==> config.mk <==
export PLATFORM = sky130hd
export DESIGN_NAME = stereo_audio_hold_upsample_dither
export DESIGN_NICKNAME = d
export VERILOG_FILES = /design/src/rtl/sahud_pkg.sv /design/src/rtl/stereo_audio_hold_upsample_dither.sv /design/src/rtl/sahud_phase.sv /design/src/rtl/sahud_lane.sv
export SDC_FILE = /design/constraint.sdc
export NUM_CORES = 1
export LEC_CHECK = 0
export ABC_AREA = 1
export BUFFER_PORTS_ARGS = -buffer_cell sky130_fd_sc_hd__buf_2
export CAP_MARGIN = 20
export CELL_PAD_IN_SITES_DETAIL_PLACEMENT = 1
export CELL_PAD_IN_SITES_GLOBAL_PLACEMENT = 1
export CORE_UTILIZATION = 40
export DETAILED_ROUTE_END_ITERATION = 10
export PLACE_DENSITY = 0.75
export SYNTH_ARGS = -nofsm -noshare
export SYNTH_HDL_FRONTEND = slang
export SYNTH_SLANG_ARGS = --single-unit
==> constraint.sdc <==
create_clock -name i_clk -period 7.65 [get_ports i_clk]
set_input_delay 1.1475 -clock i_clk [delete_from_list [all_inputs] [get_ports i_clk]]
set_output_delay 1.1475 -clock i_clk [all_outputs]
set_load 0.02 [all_outputs]
==> src/rtl/sahud_pkg.sv <==
// shared types and constants for the stereo hold upsampler with dither
`default_nettype none
package sahud_pkg;

    localparam int ACC_W      = 29;
    localparam int SAMPLE_W   = 16;
    localparam int BYTE_W     = 8;
    localparam int OUT_RATE_W = 28;
    localparam int AUD_RATE_W = 18;
    localparam int ERR_W      = 10;
    localparam int LO_W       = 9;
    localparam int CFG_IDX_W  = 1;
    localparam int CFG_DATA_W = OUT_RATE_W;

    localparam logic [CFG_IDX_W-1:0]  CFG_OUT_RATE   = 1'd0;
    localparam logic [CFG_IDX_W-1:0]  CFG_AUDIO_RATE = 1'd1;

    localparam logic [OUT_RATE_W-1:0] OUT_RATE_RST   = 28'd20000000;
    localparam logic [AUD_RATE_W-1:0] AUD_RATE_RST   = 18'd32000;

    localparam logic [SAMPLE_W-1:0]   SIGN_FLIP      = 16'h8000;
    localparam logic [ERR_W:0]        LO_FULL        = 11'h1FF;

    typedef struct packed {
        logic signed [SAMPLE_W-1:0] left_sample;
        logic signed [SAMPLE_W-1:0] right_sample;
    } t_in_req;

    typedef struct packed {
        logic [BYTE_W-1:0] left_byte;
        logic [BYTE_W-1:0] right_byte;
        logic              took_sample;
    } t_out_req;

    typedef struct packed {
        logic                  we;
        logic [CFG_IDX_W-1:0]  idx;
        logic [CFG_DATA_W-1:0] data;
    } t_cfg_wr;

endpackage
`default_nettype wire

==> src/rtl/stereo_audio_hold_upsample_dither.sv <==
// top level: phase accumulator, two channel lanes and the merged output register
// an accepted request's result lands in the output register in the cycle after
// one request per cycle unless the output stalls; accumulator add, compare and subtract
// are combinational; the input stays ready while the output drains in the same cycle
// synchronous active-low reset clears rates to defaults, accumulator, holds and errors
`default_nettype none
module stereo_audio_hold_upsample_dither import sahud_pkg::*; (
    input  wire logic                  i_clk,
    input  wire logic                  i_rst_n,
    input  wire logic                  i_cfg_we,
    input  wire logic [CFG_IDX_W-1:0]  i_cfg_idx,
    input  wire logic [CFG_DATA_W-1:0] i_cfg_data,
    input  wire logic                  i_in_valid,
    output logic                       o_in_ready,
    input  wire t_in_req               i_in_req,
    output logic                       o_out_valid,
    input  wire logic                  i_out_ready,
    output t_out_req                   o_out_req
);

    t_cfg_wr           cfg;
    logic              accept;
    logic              took;
    logic [BYTE_W-1:0] left_byte;
    logic [BYTE_W-1:0] right_byte;
    logic              r_valid;
    t_out_req          r_out;

    always_comb begin
        cfg.we   = i_cfg_we;
        cfg.idx  = i_cfg_idx;
        cfg.data = i_cfg_data;
    end

    assign o_in_ready = !r_valid || i_out_ready;
    assign accept     = i_in_valid && o_in_ready;

    sahud_phase u_phase (
        .i_clk   (i_clk),
        .i_rst_n (i_rst_n),
        .i_cfg   (cfg),
        .i_en    (accept),
        .o_took  (took)
    );

    sahud_lane u_left (
        .i_clk    (i_clk),
        .i_rst_n  (i_rst_n),
        .i_en     (accept),
        .i_took   (took),
        .i_sample (i_in_req.left_sample),
        .o_byte   (left_byte)
    );

    sahud_lane u_right (
        .i_clk    (i_clk),
        .i_rst_n  (i_rst_n),
        .i_en     (accept),
        .i_took   (took),
        .i_sample (i_in_req.right_sample),
        .o_byte   (right_byte)
    );

    always_ff @(posedge i_clk) begin
        if (!i_rst_n) begin
            r_valid <= 1'b0;
        end else if (accept) begin
            r_valid <= 1'b1;
        end else if (i_out_ready) begin
            r_valid <= 1'b0;
        end
    end

    always_ff @(posedge i_clk) begin
        if (accept) begin
            r_out.left_byte   <= left_byte;
            r_out.right_byte  <= right_byte;
            r_out.took_sample <= took;
        end
    end

    assign o_out_valid = r_valid;
    assign o_out_req   = r_out;

endmodule
`default_nettype wire

==> src/rtl/sahud_phase.sv <==
// phase accumulator with rate registers, decides when a sample pair is taken
`default_nettype none
module sahud_phase import sahud_pkg::*; (
    input  wire logic    i_clk,
    input  wire logic    i_rst_n,
    input  wire t_cfg_wr i_cfg,
    input  wire logic    i_en,
    output logic         o_took
);

    localparam int CMP_W = (ACC_W > OUT_RATE_W) ? ACC_W : OUT_RATE_W;

    logic [OUT_RATE_W-1:0] r_out_rate;
    logic [AUD_RATE_W-1:0] r_audio_rate;
    logic [ACC_W-1:0]      r_acc;
    logic [ACC_W-1:0]      n_acc;
    logic [ACC_W:0]        sum;
    logic [CMP_W-1:0]      sat;
    logic [CMP_W-1:0]      rate_ext;
    logic [CMP_W-1:0]      diff;

    always_comb begin
        sum      = {1'b0, r_acc} + (ACC_W+1)'(r_audio_rate);
        sat      = sum[ACC_W] ? CMP_W'({ACC_W{1'b1}}) : CMP_W'(sum[ACC_W-1:0]);
        rate_ext = CMP_W'(r_out_rate);
        o_took   = (sat >= rate_ext);
        diff     = sat - rate_ext;
        n_acc    = o_took ? diff[ACC_W-1:0] : sat[ACC_W-1:0];
    end

    always_ff @(posedge i_clk) begin
        if (!i_rst_n) begin
            r_out_rate   <= OUT_RATE_RST;
            r_audio_rate <= AUD_RATE_RST;
            r_acc        <= '0;
        end else begin
            if (i_cfg.we) begin
                case (i_cfg.idx)
                    CFG_OUT_RATE:   r_out_rate   <= i_cfg.data[OUT_RATE_W-1:0];
                    CFG_AUDIO_RATE: r_audio_rate <= i_cfg.data[AUD_RATE_W-1:0];
                    default: ;
                endcase
            end
            if (i_en) begin
                r_acc <= n_acc;
            end
        end
    end

endmodule
`default_nettype wire

==> src/rtl/sahud_lane.sv <==
// one channel: sample hold, offset binary, error feedback to an 8-bit code
`default_nettype none
module sahud_lane import sahud_pkg::*; (
    input  wire logic                i_clk,
    input  wire logic                i_rst_n,
    input  wire logic                i_en,
    input  wire logic                i_took,
    input  wire logic [SAMPLE_W-1:0] i_sample,
    output logic [BYTE_W-1:0]        o_byte
);

    logic [SAMPLE_W-1:0] r_held;
    logic [SAMPLE_W-1:0] n_held;
    logic [ERR_W-1:0]    r_err;
    logic [ERR_W-1:0]    n_err;
    logic [ERR_W:0]      e_sum;
    logic                carry;

    always_comb begin
        n_held = i_took ? (i_sample ^ SIGN_FLIP) : r_held;
        e_sum  = (ERR_W+1)'(r_err) + (ERR_W+1)'(n_held[LO_W-1:0]);
        carry  = (e_sum >= LO_FULL);
        n_err  = carry ? ERR_W'(e_sum - LO_FULL) : e_sum[ERR_W-1:0];
        o_byte = {n_held[SAMPLE_W-1:LO_W], 1'b0} + BYTE_W'(carry);
    end

    always_ff @(posedge i_clk) begin
        if (!i_rst_n) begin
            r_held <= '0;
            r_err  <= '0;
        end else if (i_en) begin
            r_held <= n_held;
            r_err  <= n_err;
        end
    end

endmodule
`default_nettype wire
### Yosys cells after proc, flatten, opt, wreduce, memory -nomap -nowiden

Index checks and enable logic that the tools add are counted.

| storage, ports and cells | value |
|---|---|
| register bits | 145 |
| bits of input ports | 66 |
| output and inout bits | 19 |
| logic and storage cells | 39 |

| cells by class | value |
|---|---|
| add/sub/neg operators | 8 |
| magnitude comparators | 3 |
| multiplexer cells | 8 |
| bitwise gates (word level) | 3 |
| reduce and logical (&&, ||, !) cells | 6 |

Operator list:

| operator | count |
|---|---|
| $mux 29 | 2 |
| $mux 16 | 2 |
| $add 29x18->30 | 1 |
| $ge 29x28->1 | 1 |
| $sub 29x28->29 | 1 |
| $add 10x9->11 | 2 |
| $ge 11x9->1 const B | 2 |
| $mux 10 | 2 |
| $sub 10x9->10 const B | 2 |
| $add 8x1->8 | 2 |
| $reduce_and 2->1 | 2 |
| $not 1->1 | 3 |
| $mux 1 | 2 |
| $reduce_bool 2->1 | 1 |
| $logic_and 1x1->1 | 1 |
| $logic_not 1->1 | 1 |
| $logic_or 1x1->1 | 1 |

### Logic depth before layout (Yosys ltp)

Gate-level depths: netlist of the first run.

| depth | value |
|---|---|
| depth in word-level cells | 7 |
| depth in mapped cells | 46 |
| depth with buffers taken out | 45 |

### Modules after synthesis

From an unflattened synthesis of the first run, not the netlist that was laid out.

| unflattened totals | value |
|---|---|
| cells, all modules | 1,881 |
| area total of the unflattened synthesis | 11,623.6 um2 |

Modules (own cells, without submodules):

| module | instances | cells each | area an instance (um2) | sequential area each (um2) |
|---|---|---|---|---|
| sahud_phase | 1 | 1,155 | 6,841.6 | 1,501.4 |
| sahud_lane (u_right) | 1 | 356 | 2,113.3 | 520.5 |
| sahud_lane (u_left) | 1 | 346 | 2,107.0 | 520.5 |
| stereo_audio_hold_upsample_dither | 1 | 24 | 561.8 | 530.5 |

### Least setup slack after synthesis of the first run

Ideal clock, no wire load.

| timing path | value |
|---|---|
| path type | reg2reg |
| start point | register u_phase.r_acc[0] |
| end point | register u_right.r_err[3] |
| setup time | 0.113 ns |
| arrival time | 5.375 ns |
| required time | 7.537 ns |
| path slack | 2.162 ns |
| cell stages (with the launch flop) | 39 |
| path buffers | 3 |
| period minus slack after synthesis | 5.488 ns |
| cells stage by stage | dfxtp_1 -> ha_1 -> fa_1 -> nand3_1 -> nand3_1 -> a21oi_1 -> o21ai_0 -> xor2_1 -> or2_2 -> ha_1 -> nand2_1 -> inv_2 -> nand2_1 -> nand2_1 -> nand2_1 -> nand2_1 -> a21oi_1 -> nand2_1 -> [3 not listed] -> buf_6 -> nand2_1 -> nand2_1 -> ha_1 -> inv_1 -> fa_1 -> inv_1 -> ha_1 -> nand2_1 -> nor2_2 -> nand2_1 -> nor2_2 -> nand3_1 -> nand3_2 -> buf_6 -> a21oi_1 -> o21ai_1 -> inv_1 |

| between the ends | value |
|---|---|
| word-level cells in the longest chain between the ends | 7 |
| elaborated cells on any way between the ends | 8 |
| those cells by class | 3 x add/sub; 2 x order compare; 3 x mux |

Ends and longest elaborated chain:

| what | line | RTL |
|---|---|---|
| start: declaration | sahud_phase.sv:15 | `logic [ACC_W-1:0] r_acc;` |
| start signal: assignment | sahud_phase.sv:45 | `r_acc <= n_acc;` |
| $add 29x18->30 (*) | sahud_phase.sv:23 | `sum = {1'b0, r_acc} + (ACC_W+1)'(r_audio_rate);` |
| $mux 29 (*) | sahud_phase.sv:24 | `sat = sum[ACC_W] ? CMP_W'({ACC_W{1'b1}}) : CMP_W'(sum[ACC_W-1:0]);` |
| $ge 29x28->1 (*) | sahud_phase.sv:26 | `o_took = (sat >= rate_ext);` |
| $mux 16 (*) | sahud_lane.sv:20 | `n_held = i_took ? (i_sample ^ SIGN_FLIP) : r_held;` |
| named net u_right.n_held[0] | sahud_lane.sv:13 | `logic [SAMPLE_W-1:0] n_held;` |
| $add 10x9->11 (*) | sahud_lane.sv:21 | `e_sum = (ERR_W+1)'(r_err) + (ERR_W+1)'(n_held[LO_W-1:0]);` |
| $sub 10x9->10 or $ge 11x9->1 (tied branches) | sahud_lane.sv:23, sahud_lane.sv:22 |  |
| $mux 10 (*) | sahud_lane.sv:23 | `n_err = carry ? ERR_W'(e_sum - LO_FULL) : e_sum[ERR_W-1:0];` |
| end signal: assignment | sahud_lane.sv:33 | `r_err <= n_err;` |
| end: declaration | sahud_lane.sv:14 | `logic [ERR_W-1:0] r_err;` |

The timed path passes the listed nets; every way through them passes the cells marked *.
A chain may end at the register's enable or synchronous reset.

### Worst setup path in the final report of the first run

| timing path | value |
|---|---|
| start point | register u_phase.r_acc[8] |
| end point | register u_right.r_err[2] |

The elaborated chain is that of the path after synthesis.

==> impl_metrics.tcl, run 1 <==
set metrics [dict create \
    p_per_area_nw_per_um2 337 \
    worst_hold_path_type "reg -> reg" \
    post_drt_via_cell_ratio 5.25 \
    fill_cells 3734 \
    critPathLaunchType "flip-flop" \
    cp_slowest_cell "or2_2" \
    die_h_um 168 \
    dpl_cell_area_um2 11700 \
    ys_ff_latch 145 \
    cts_tree "done" \
    place_hpwl_mm 28.3 \
    place_congestion 0.922 \
    clock-sinks 145 \
    cts_buffers 17 \
    clock_latency_ns 0.45 \
    post-route-period-util_pct 88.8 \
    diodes 0 \
    avgRoutedWirePerCell_um 17.0 \
    setup_ws_ns 0.860 \
    cp-end-kind "flip-flop" \
    postSynthCellCount 1781 \
    ys_warn_count 0 \
    syn-num-nets 1917 \
    cts_max_path_buffers 2 \
    layout.area.seq_um2 3070 \
    die_area_um2 28100 \
    synth-main-ff-cell "dfxtp_1" \
    cts_resized 0 \
    synth_edf_count 17 \
    r2r-start "u_phase.r_acc[8]" \
    antenna_left 0 \
    grt_max_degree 83 \
    irDropWorstVdd_uv 145 \
    num_vias 11500 \
    io_buffer_count 84 \
    design_area_um2 12200 \
    track_usage_pct 27.3 \
    drt_iter0_drc 591 \
    min_period_ns 6.79 \
    cts_setup_buffers 0 \
    crit_start "u_phase.r_acc[8]" \
    antenna_found_initial 0 \
    cap_viol_max_count 0 \
    postCtsHoldBufs 0 \
    fp-row-count 60 \
    grt_pass1_wl_mm 60.6 \
    path_class "reg -> reg" \
    nNetsFinal 1978 \
    preCtsSetupSlack_ns 0.959 \
    synth.distinct_cells 44 \
    setup-tns-final_ns 0 \
    start_util_pct 40.8 \
    rsz0062_at_grt "false" \
    yosysSeqAreaShare_pct 28.0 \
    first_global_vias 11800 \
    setup_viol 0 \
    yosys.area.top_type_share_pct 23.3 \
    arrival_ns 7.13 \
    final_layout_size_suffix_gt1_share_pct 9.76 \
    synth_top_area_cell "dfxtp_1" \
    worst-path-max-fanout 24 \
    tightest_slew_ns 0.995 \
    core_area_um2 27000 \
    multiInputGateArea_um2 6670 \
    fmax_mhz 147 \
    min_from "u_phase.r_out_rate[15]" \
    hold_viol_final 0 \
    status "finished clean" \
    areaGrowthSynthToFinish_pct 11.4 \
    die_x_um 168 \
    firstDrtPassIters 5 \
    synthArstFlopShare_pct 0 \
    crit_top_cell "nand2_1" \
    drcViolationCount 0 \
    htree_levels 4 \
    yosys-top-cells-area "dfxtp_1 23%, nand2_1 18%, inv_1 8.5%, nor2_1 8.1%, ha_1 7.5%" \
    num_io_pins 85 \
    drv_slew 0 \
    power.leakage_nw 6.63 \
    wl_mm 37.4 \
    clk_pin_slew_ns 0.07 \
    fin_worst_skew_ns 0.0218 \
    slowest_delay_ns 0.48 \
    cts_root_buf "clkbuf_16" \
    maxSlewHeadroom_pct 32.9 \
    syn_area_um2 11000 \
    required_ns 7.99 \
    overflow 0 \
    avgSynthCellArea_um2 6.17 \
]
==> final cells by class <==
type / instances / area share [%]
multi-input combinational: 1323 / 54.5
sequential: 145 / 25.1
inverter: 258 / 7.93
timing repair buffer: 97 / 4.33
clock buffer: 19 / 3.71
tap: 341 / 3.49
clock inverter: 13 / 0.961
==> synthesized netlist by cell type (all sizes together), types with 14 or more instances <==
cell	count
edfxtp	17
nand4	25
a21oi	106
o21bai	14
nand3	123
nor2	242
inv	257
ha	66
xor2	24
dfxtp	128
xnor2	14
nand2	534
buf	21
clkbuf	34
o21ai	106
==> power breakdown <==
part / internal [mW] / total, mW / switching, mW
Clock: 0.450 / 0.860 / 0.410
Sequential: 0.894 / 0.967 / 0.0736
Combinational: 0.746 / 2.30 / 1.55
Total: 2.09 / 4.12 / 2.03
==> worst max-delay path, delay by kind of cell, from the launching register on <==
family                     cells  cell delay, ns
AOI/OAI and AO/OA              4            1.22
adders and majority gates      3            1.14
and+or+nand+nor               25            3.62
buffers and inverters          5            0.39
DFF                            1            0.32
==> stage by stage <==
step / total power [mW] / utilization [%] / std cells / hold slack (ns)
global placement: 3.19 / 43.3 / 2164 / 0.454
global route: 4.45 / 45.4 / 2196 / 0.495
detailed placement: 3.24 / 43.3 / 2164 / 0.456
CTS: 4.13 / 45.4 / 2196 / 0.468
finish: 4.12 / 45.4 / 2196 / 0.464
floorplan: 2.64 / - / 1781 / 0.435
==> path summary, 6_finish.rpt <==
path | cells past startpoint | to | slack (ns)
setup / recovery | 37 | u_right.r_err[2] | 0.86
hold / removal | 2 | u_phase.r_out_rate[15] | 0.46
hold reg to reg | 2 | u_phase.r_out_rate[15] | 0.46
setup reg to reg | 37 | u_right.r_err[2] | 0.86
==> cells by family after synthesis <==
kind of cell    synth area share (%)
simple gates                    37.2
fa+ha+maj                       8.24
compound gates                  12.1
flops                           28.0
xor+xnor                        3.03
buf+inv                         11.5
==> routing by layer <==
layer	vias up	track usage, %	part of all wire [%]
li1	5760	-	-
met1	5465	35.2	47
met2	242	47.2	47
met3	61	3.26	3.6
met4	0	8.82	2.2
met5	-	0	0
==> flip-flops by register name, indices dropped and copies added, names as in the netlist <==
signal,count
u_right.r_err,10
u_left.r_held,16
u_phase.r_out_rate,28
u_phase.r_audio_rate,18
u_left.r_err,10
o_out_valid,1
u_phase.r_acc,29
o_out_req,17
u_right.r_held,16
==> layout by cell type, fill, tap and decap left out, drive strengths merged, types with 19 or more instances in the layout <==
cell	Yosys	final
a21oi	106	106
xor2	24	24
nand4	25	25
dfxtp	128	128
inv	257	266
nor2	242	242
o21ai	106	106
nand2	534	534
nand3	123	123
buf	21	97
clkbuf	34	19
ha	66	66
Note: power is estimated with default switching activity, not from simulation.
==> run 2: changes to the inputs <==
- clock period: 7.65 -> 8 ns (I/O delays scaled with it)
==> run 2 against run 1 <==
  * Wire length up 0.22%
  * Critical path depth down 4
  * Flip-flop and latch count unchanged
  * Clock power up 0.6%
  * Non-clock buffer count down 2
  * Die area unchanged
  * Cell area about the same
  * Total power down 3.2%
  * Sequential share of layout area about the same
  * Global-route usage up 0.23 points
  * Critical endpoint is now u_right.r_err[1]
  * Largest cell class unchanged
==> impl_metrics.tcl, run 2 (synthesized netlist as in run 1, its figures left out) <==
set metrics [dict create \
    grt_pass1_wl_mm 61.1 \
    drcViolationCount 0 \
    cts_setup_buffers 0 \
    wl_mm 37.4 \
    nNetsFinal 1976 \
    path_class "reg -> reg" \
    fill_cells 3687 \
    io_buffer_count 84 \
    reg2reg_setup_slack_ns 0.90 \
    die_h_um 168 \
    place_hpwl_mm 28.3 \
    min_period_ns 7.10 \
    hold_viol_final 0 \
    cts_root_buf "clkbuf_16" \
    maxSlewHeadroom_pct 34.5 \
    use_met3_pct 2.81 \
    cts_tree "done" \
    post_drt_via_cell_ratio 5.19 \
    required_ns 8.31 \
    die_area_um2 28100 \
    num_io_pins 85 \
    top_register "u_phase.r_acc" \
    start_util_pct 40.8 \
    busiest_layer "met2" \
    p_per_area_nw_per_um2 326 \
    setup-tns-final_ns 0 \
    critPathTopFamily "simple AND/OR/NAND/NOR gates" \
    cp_slowest_cell "fa_1" \
    place_congestion 0.934 \
    grt_max_degree 83 \
    avgRoutedWirePerCell_um 17.1 \
    reg2reg_depth 33 \
    drv_slew 0 \
    cts_resized 0 \
    hold_path_end "u_phase.r_out_rate[17]" \
    slowest_delay_ns 0.46 \
    core_area_um2 27000 \
    crit_start "u_phase.r_acc[16]" \
    die_x_um 168 \
    antenna_left 0 \
    rr_endpoint "u_right.r_err[1]" \
    dpl_cell_area_um2 11600 \
    layout_commonest_cell "nand2_1" \
    layout.area.seq_um2 3070 \
    gr-usage-met1_pct 35.7 \
    holdPathStages 2 \
    min_from "u_phase.r_out_rate[17]" \
    firstDrtPassIters 5 \
    rsz0062_at_grt "false" \
    diodes 0 \
    cp-end-kind "flip-flop" \
    tightest_slew_ns 0.983 \
    clk_pin_slew_ns 0.07 \
    arrival_ns 7.41 \
    clock-sinks 145 \
    clock_latency_ns 0.45 \
    fp-row-count 60 \
    largest_reg_flops 29 \
    first_global_vias 11600 \
    worst-path-max-fanout 24 \
    design_area_um2 12200 \
    cap_viol_max_count 0 \
    crit_top_cell "nand2_1" \
    htree_levels 4 \
    mostFrequentLayoutCells "520 x nand2_1, 247 x inv_1, 237 x nor2_1" \
    track_usage_pct 27.5 \
    areaGrowthSynthToFinish_pct 11.5 \
    post-route-period-util_pct 88.8 \
    multiInputGateArea_um2 6670 \
    overflow 0 \
    postCtsHoldBufs 0 \
    cts_max_path_buffers 2 \
    num_vias 11400 \
    crit_buf_inv 4 \
    r2r-start "u_phase.r_acc[16]" \
    use_met2_pct 47.2 \
    critPathLaunchType "flip-flop" \
    fin_worst_skew_ns 0.0162 \
    setup_viol 0 \
    power.leakage_nw 6.63 \
    irDropWorstVdd_uv 129 \
    reg.largest.list "u_phase.r_acc x29, u_phase.r_out_rate x28, u_phase.r_audio_rate x18" \
    status "finished clean" \
    worst_hold_path_type "reg -> reg" \
    fmax_mhz 141 \
    cts_buffers 17 \
    drt_iter0_drc 594 \
    final_layout_size_suffix_gt1_share_pct 9.71 \
    antenna_found_initial 0 \
]
run 2: changes by cell type in the layout (fill, tap and decap cells not counted):
cell	previous run	this run
clkinv_4	1	2
bufinv_16	0	2
inv_6	4	6
buf_12	1	0
clkinv_2	2	0
clkbuf_16	18	17
inv_8	5	4
buf_4	12	11
clkbuf_1	1	0
run 2: worst max-delay path by stage:
stage	slack [ns]	to	cells past startpoint
finish	0.90	u_right.r_err[1]	33
detailed placement	1.02	u_right.r_err[1]	34
floorplan	2.51	u_right.r_err[3]	38
global placement	1.08	u_right.r_err[2]	37
global route	0.25	u_right.r_err[5]	41
CTS	0.93	u_right.r_err[6]	37
run 2: layout make-up:
cell class | count | area share, %
inverters | 258 | 7.93
flip-flops and latches | 145 | 25.1
clock inverters | 15 | 1.49
clock buffers | 17 | 3.47
well taps | 341 | 3.48
multi-input cells | 1323 | 54.4
repair buffers | 95 | 4.11
run 2: power by group:
part | internal [mW] | leakage (nW) | switching [mW] | total, mW
combinational | 0.705 | 5.11 | 1.50 | 2.20
clock | 0.475 | 0.298 | 0.390 | 0.865
sequential | 0.855 | 1.23 | 0.0676 | 0.922
total | 2.04 | 6.63 | 1.96 | 3.99
run 2: per-layer routing:
metal  wire, um  vias up  part of all wire [%]
li1           -     5753                     -
met2      17500      218                    47
met4        983        0                   2.6
met5          0        -                     0
met1      17800     5359                    48
met3       1120       56                   3.0
run 2: worst reg2reg max path, delay by kind of cell (launching register included):
kind,cells,cell delay [ns]
AO/OA/AOI/OAI,4,0.74
adder cells (fa/ha/maj),5,1.60
buffers and inverters,4,0.59
flip-flops,1,0.32
AND/OR/NAND/NOR,20,3.72
run 2: through the flow:
| stage | std cells | setup slack, ns | hold WS [ns] | total power, mW | util, % |
|---|---|---|---|---|---|
| finish | 2194 | 0.897 | 0.477 | 3.99 | 45.5 |
| global route | 2194 | 0.246 | 0.501 | 4.30 | 45.5 |
| CTS | 2194 | 0.926 | 0.475 | 3.98 | 45.5 |
| detailed placement | 2162 | 1.02 | 0.462 | 3.10 | 43.2 |
| global placement | 2162 | 1.08 | 0.456 | 3.05 | 43.2 |
| floorplan | 1781 | 2.51 | 0.435 | 2.53 | - |
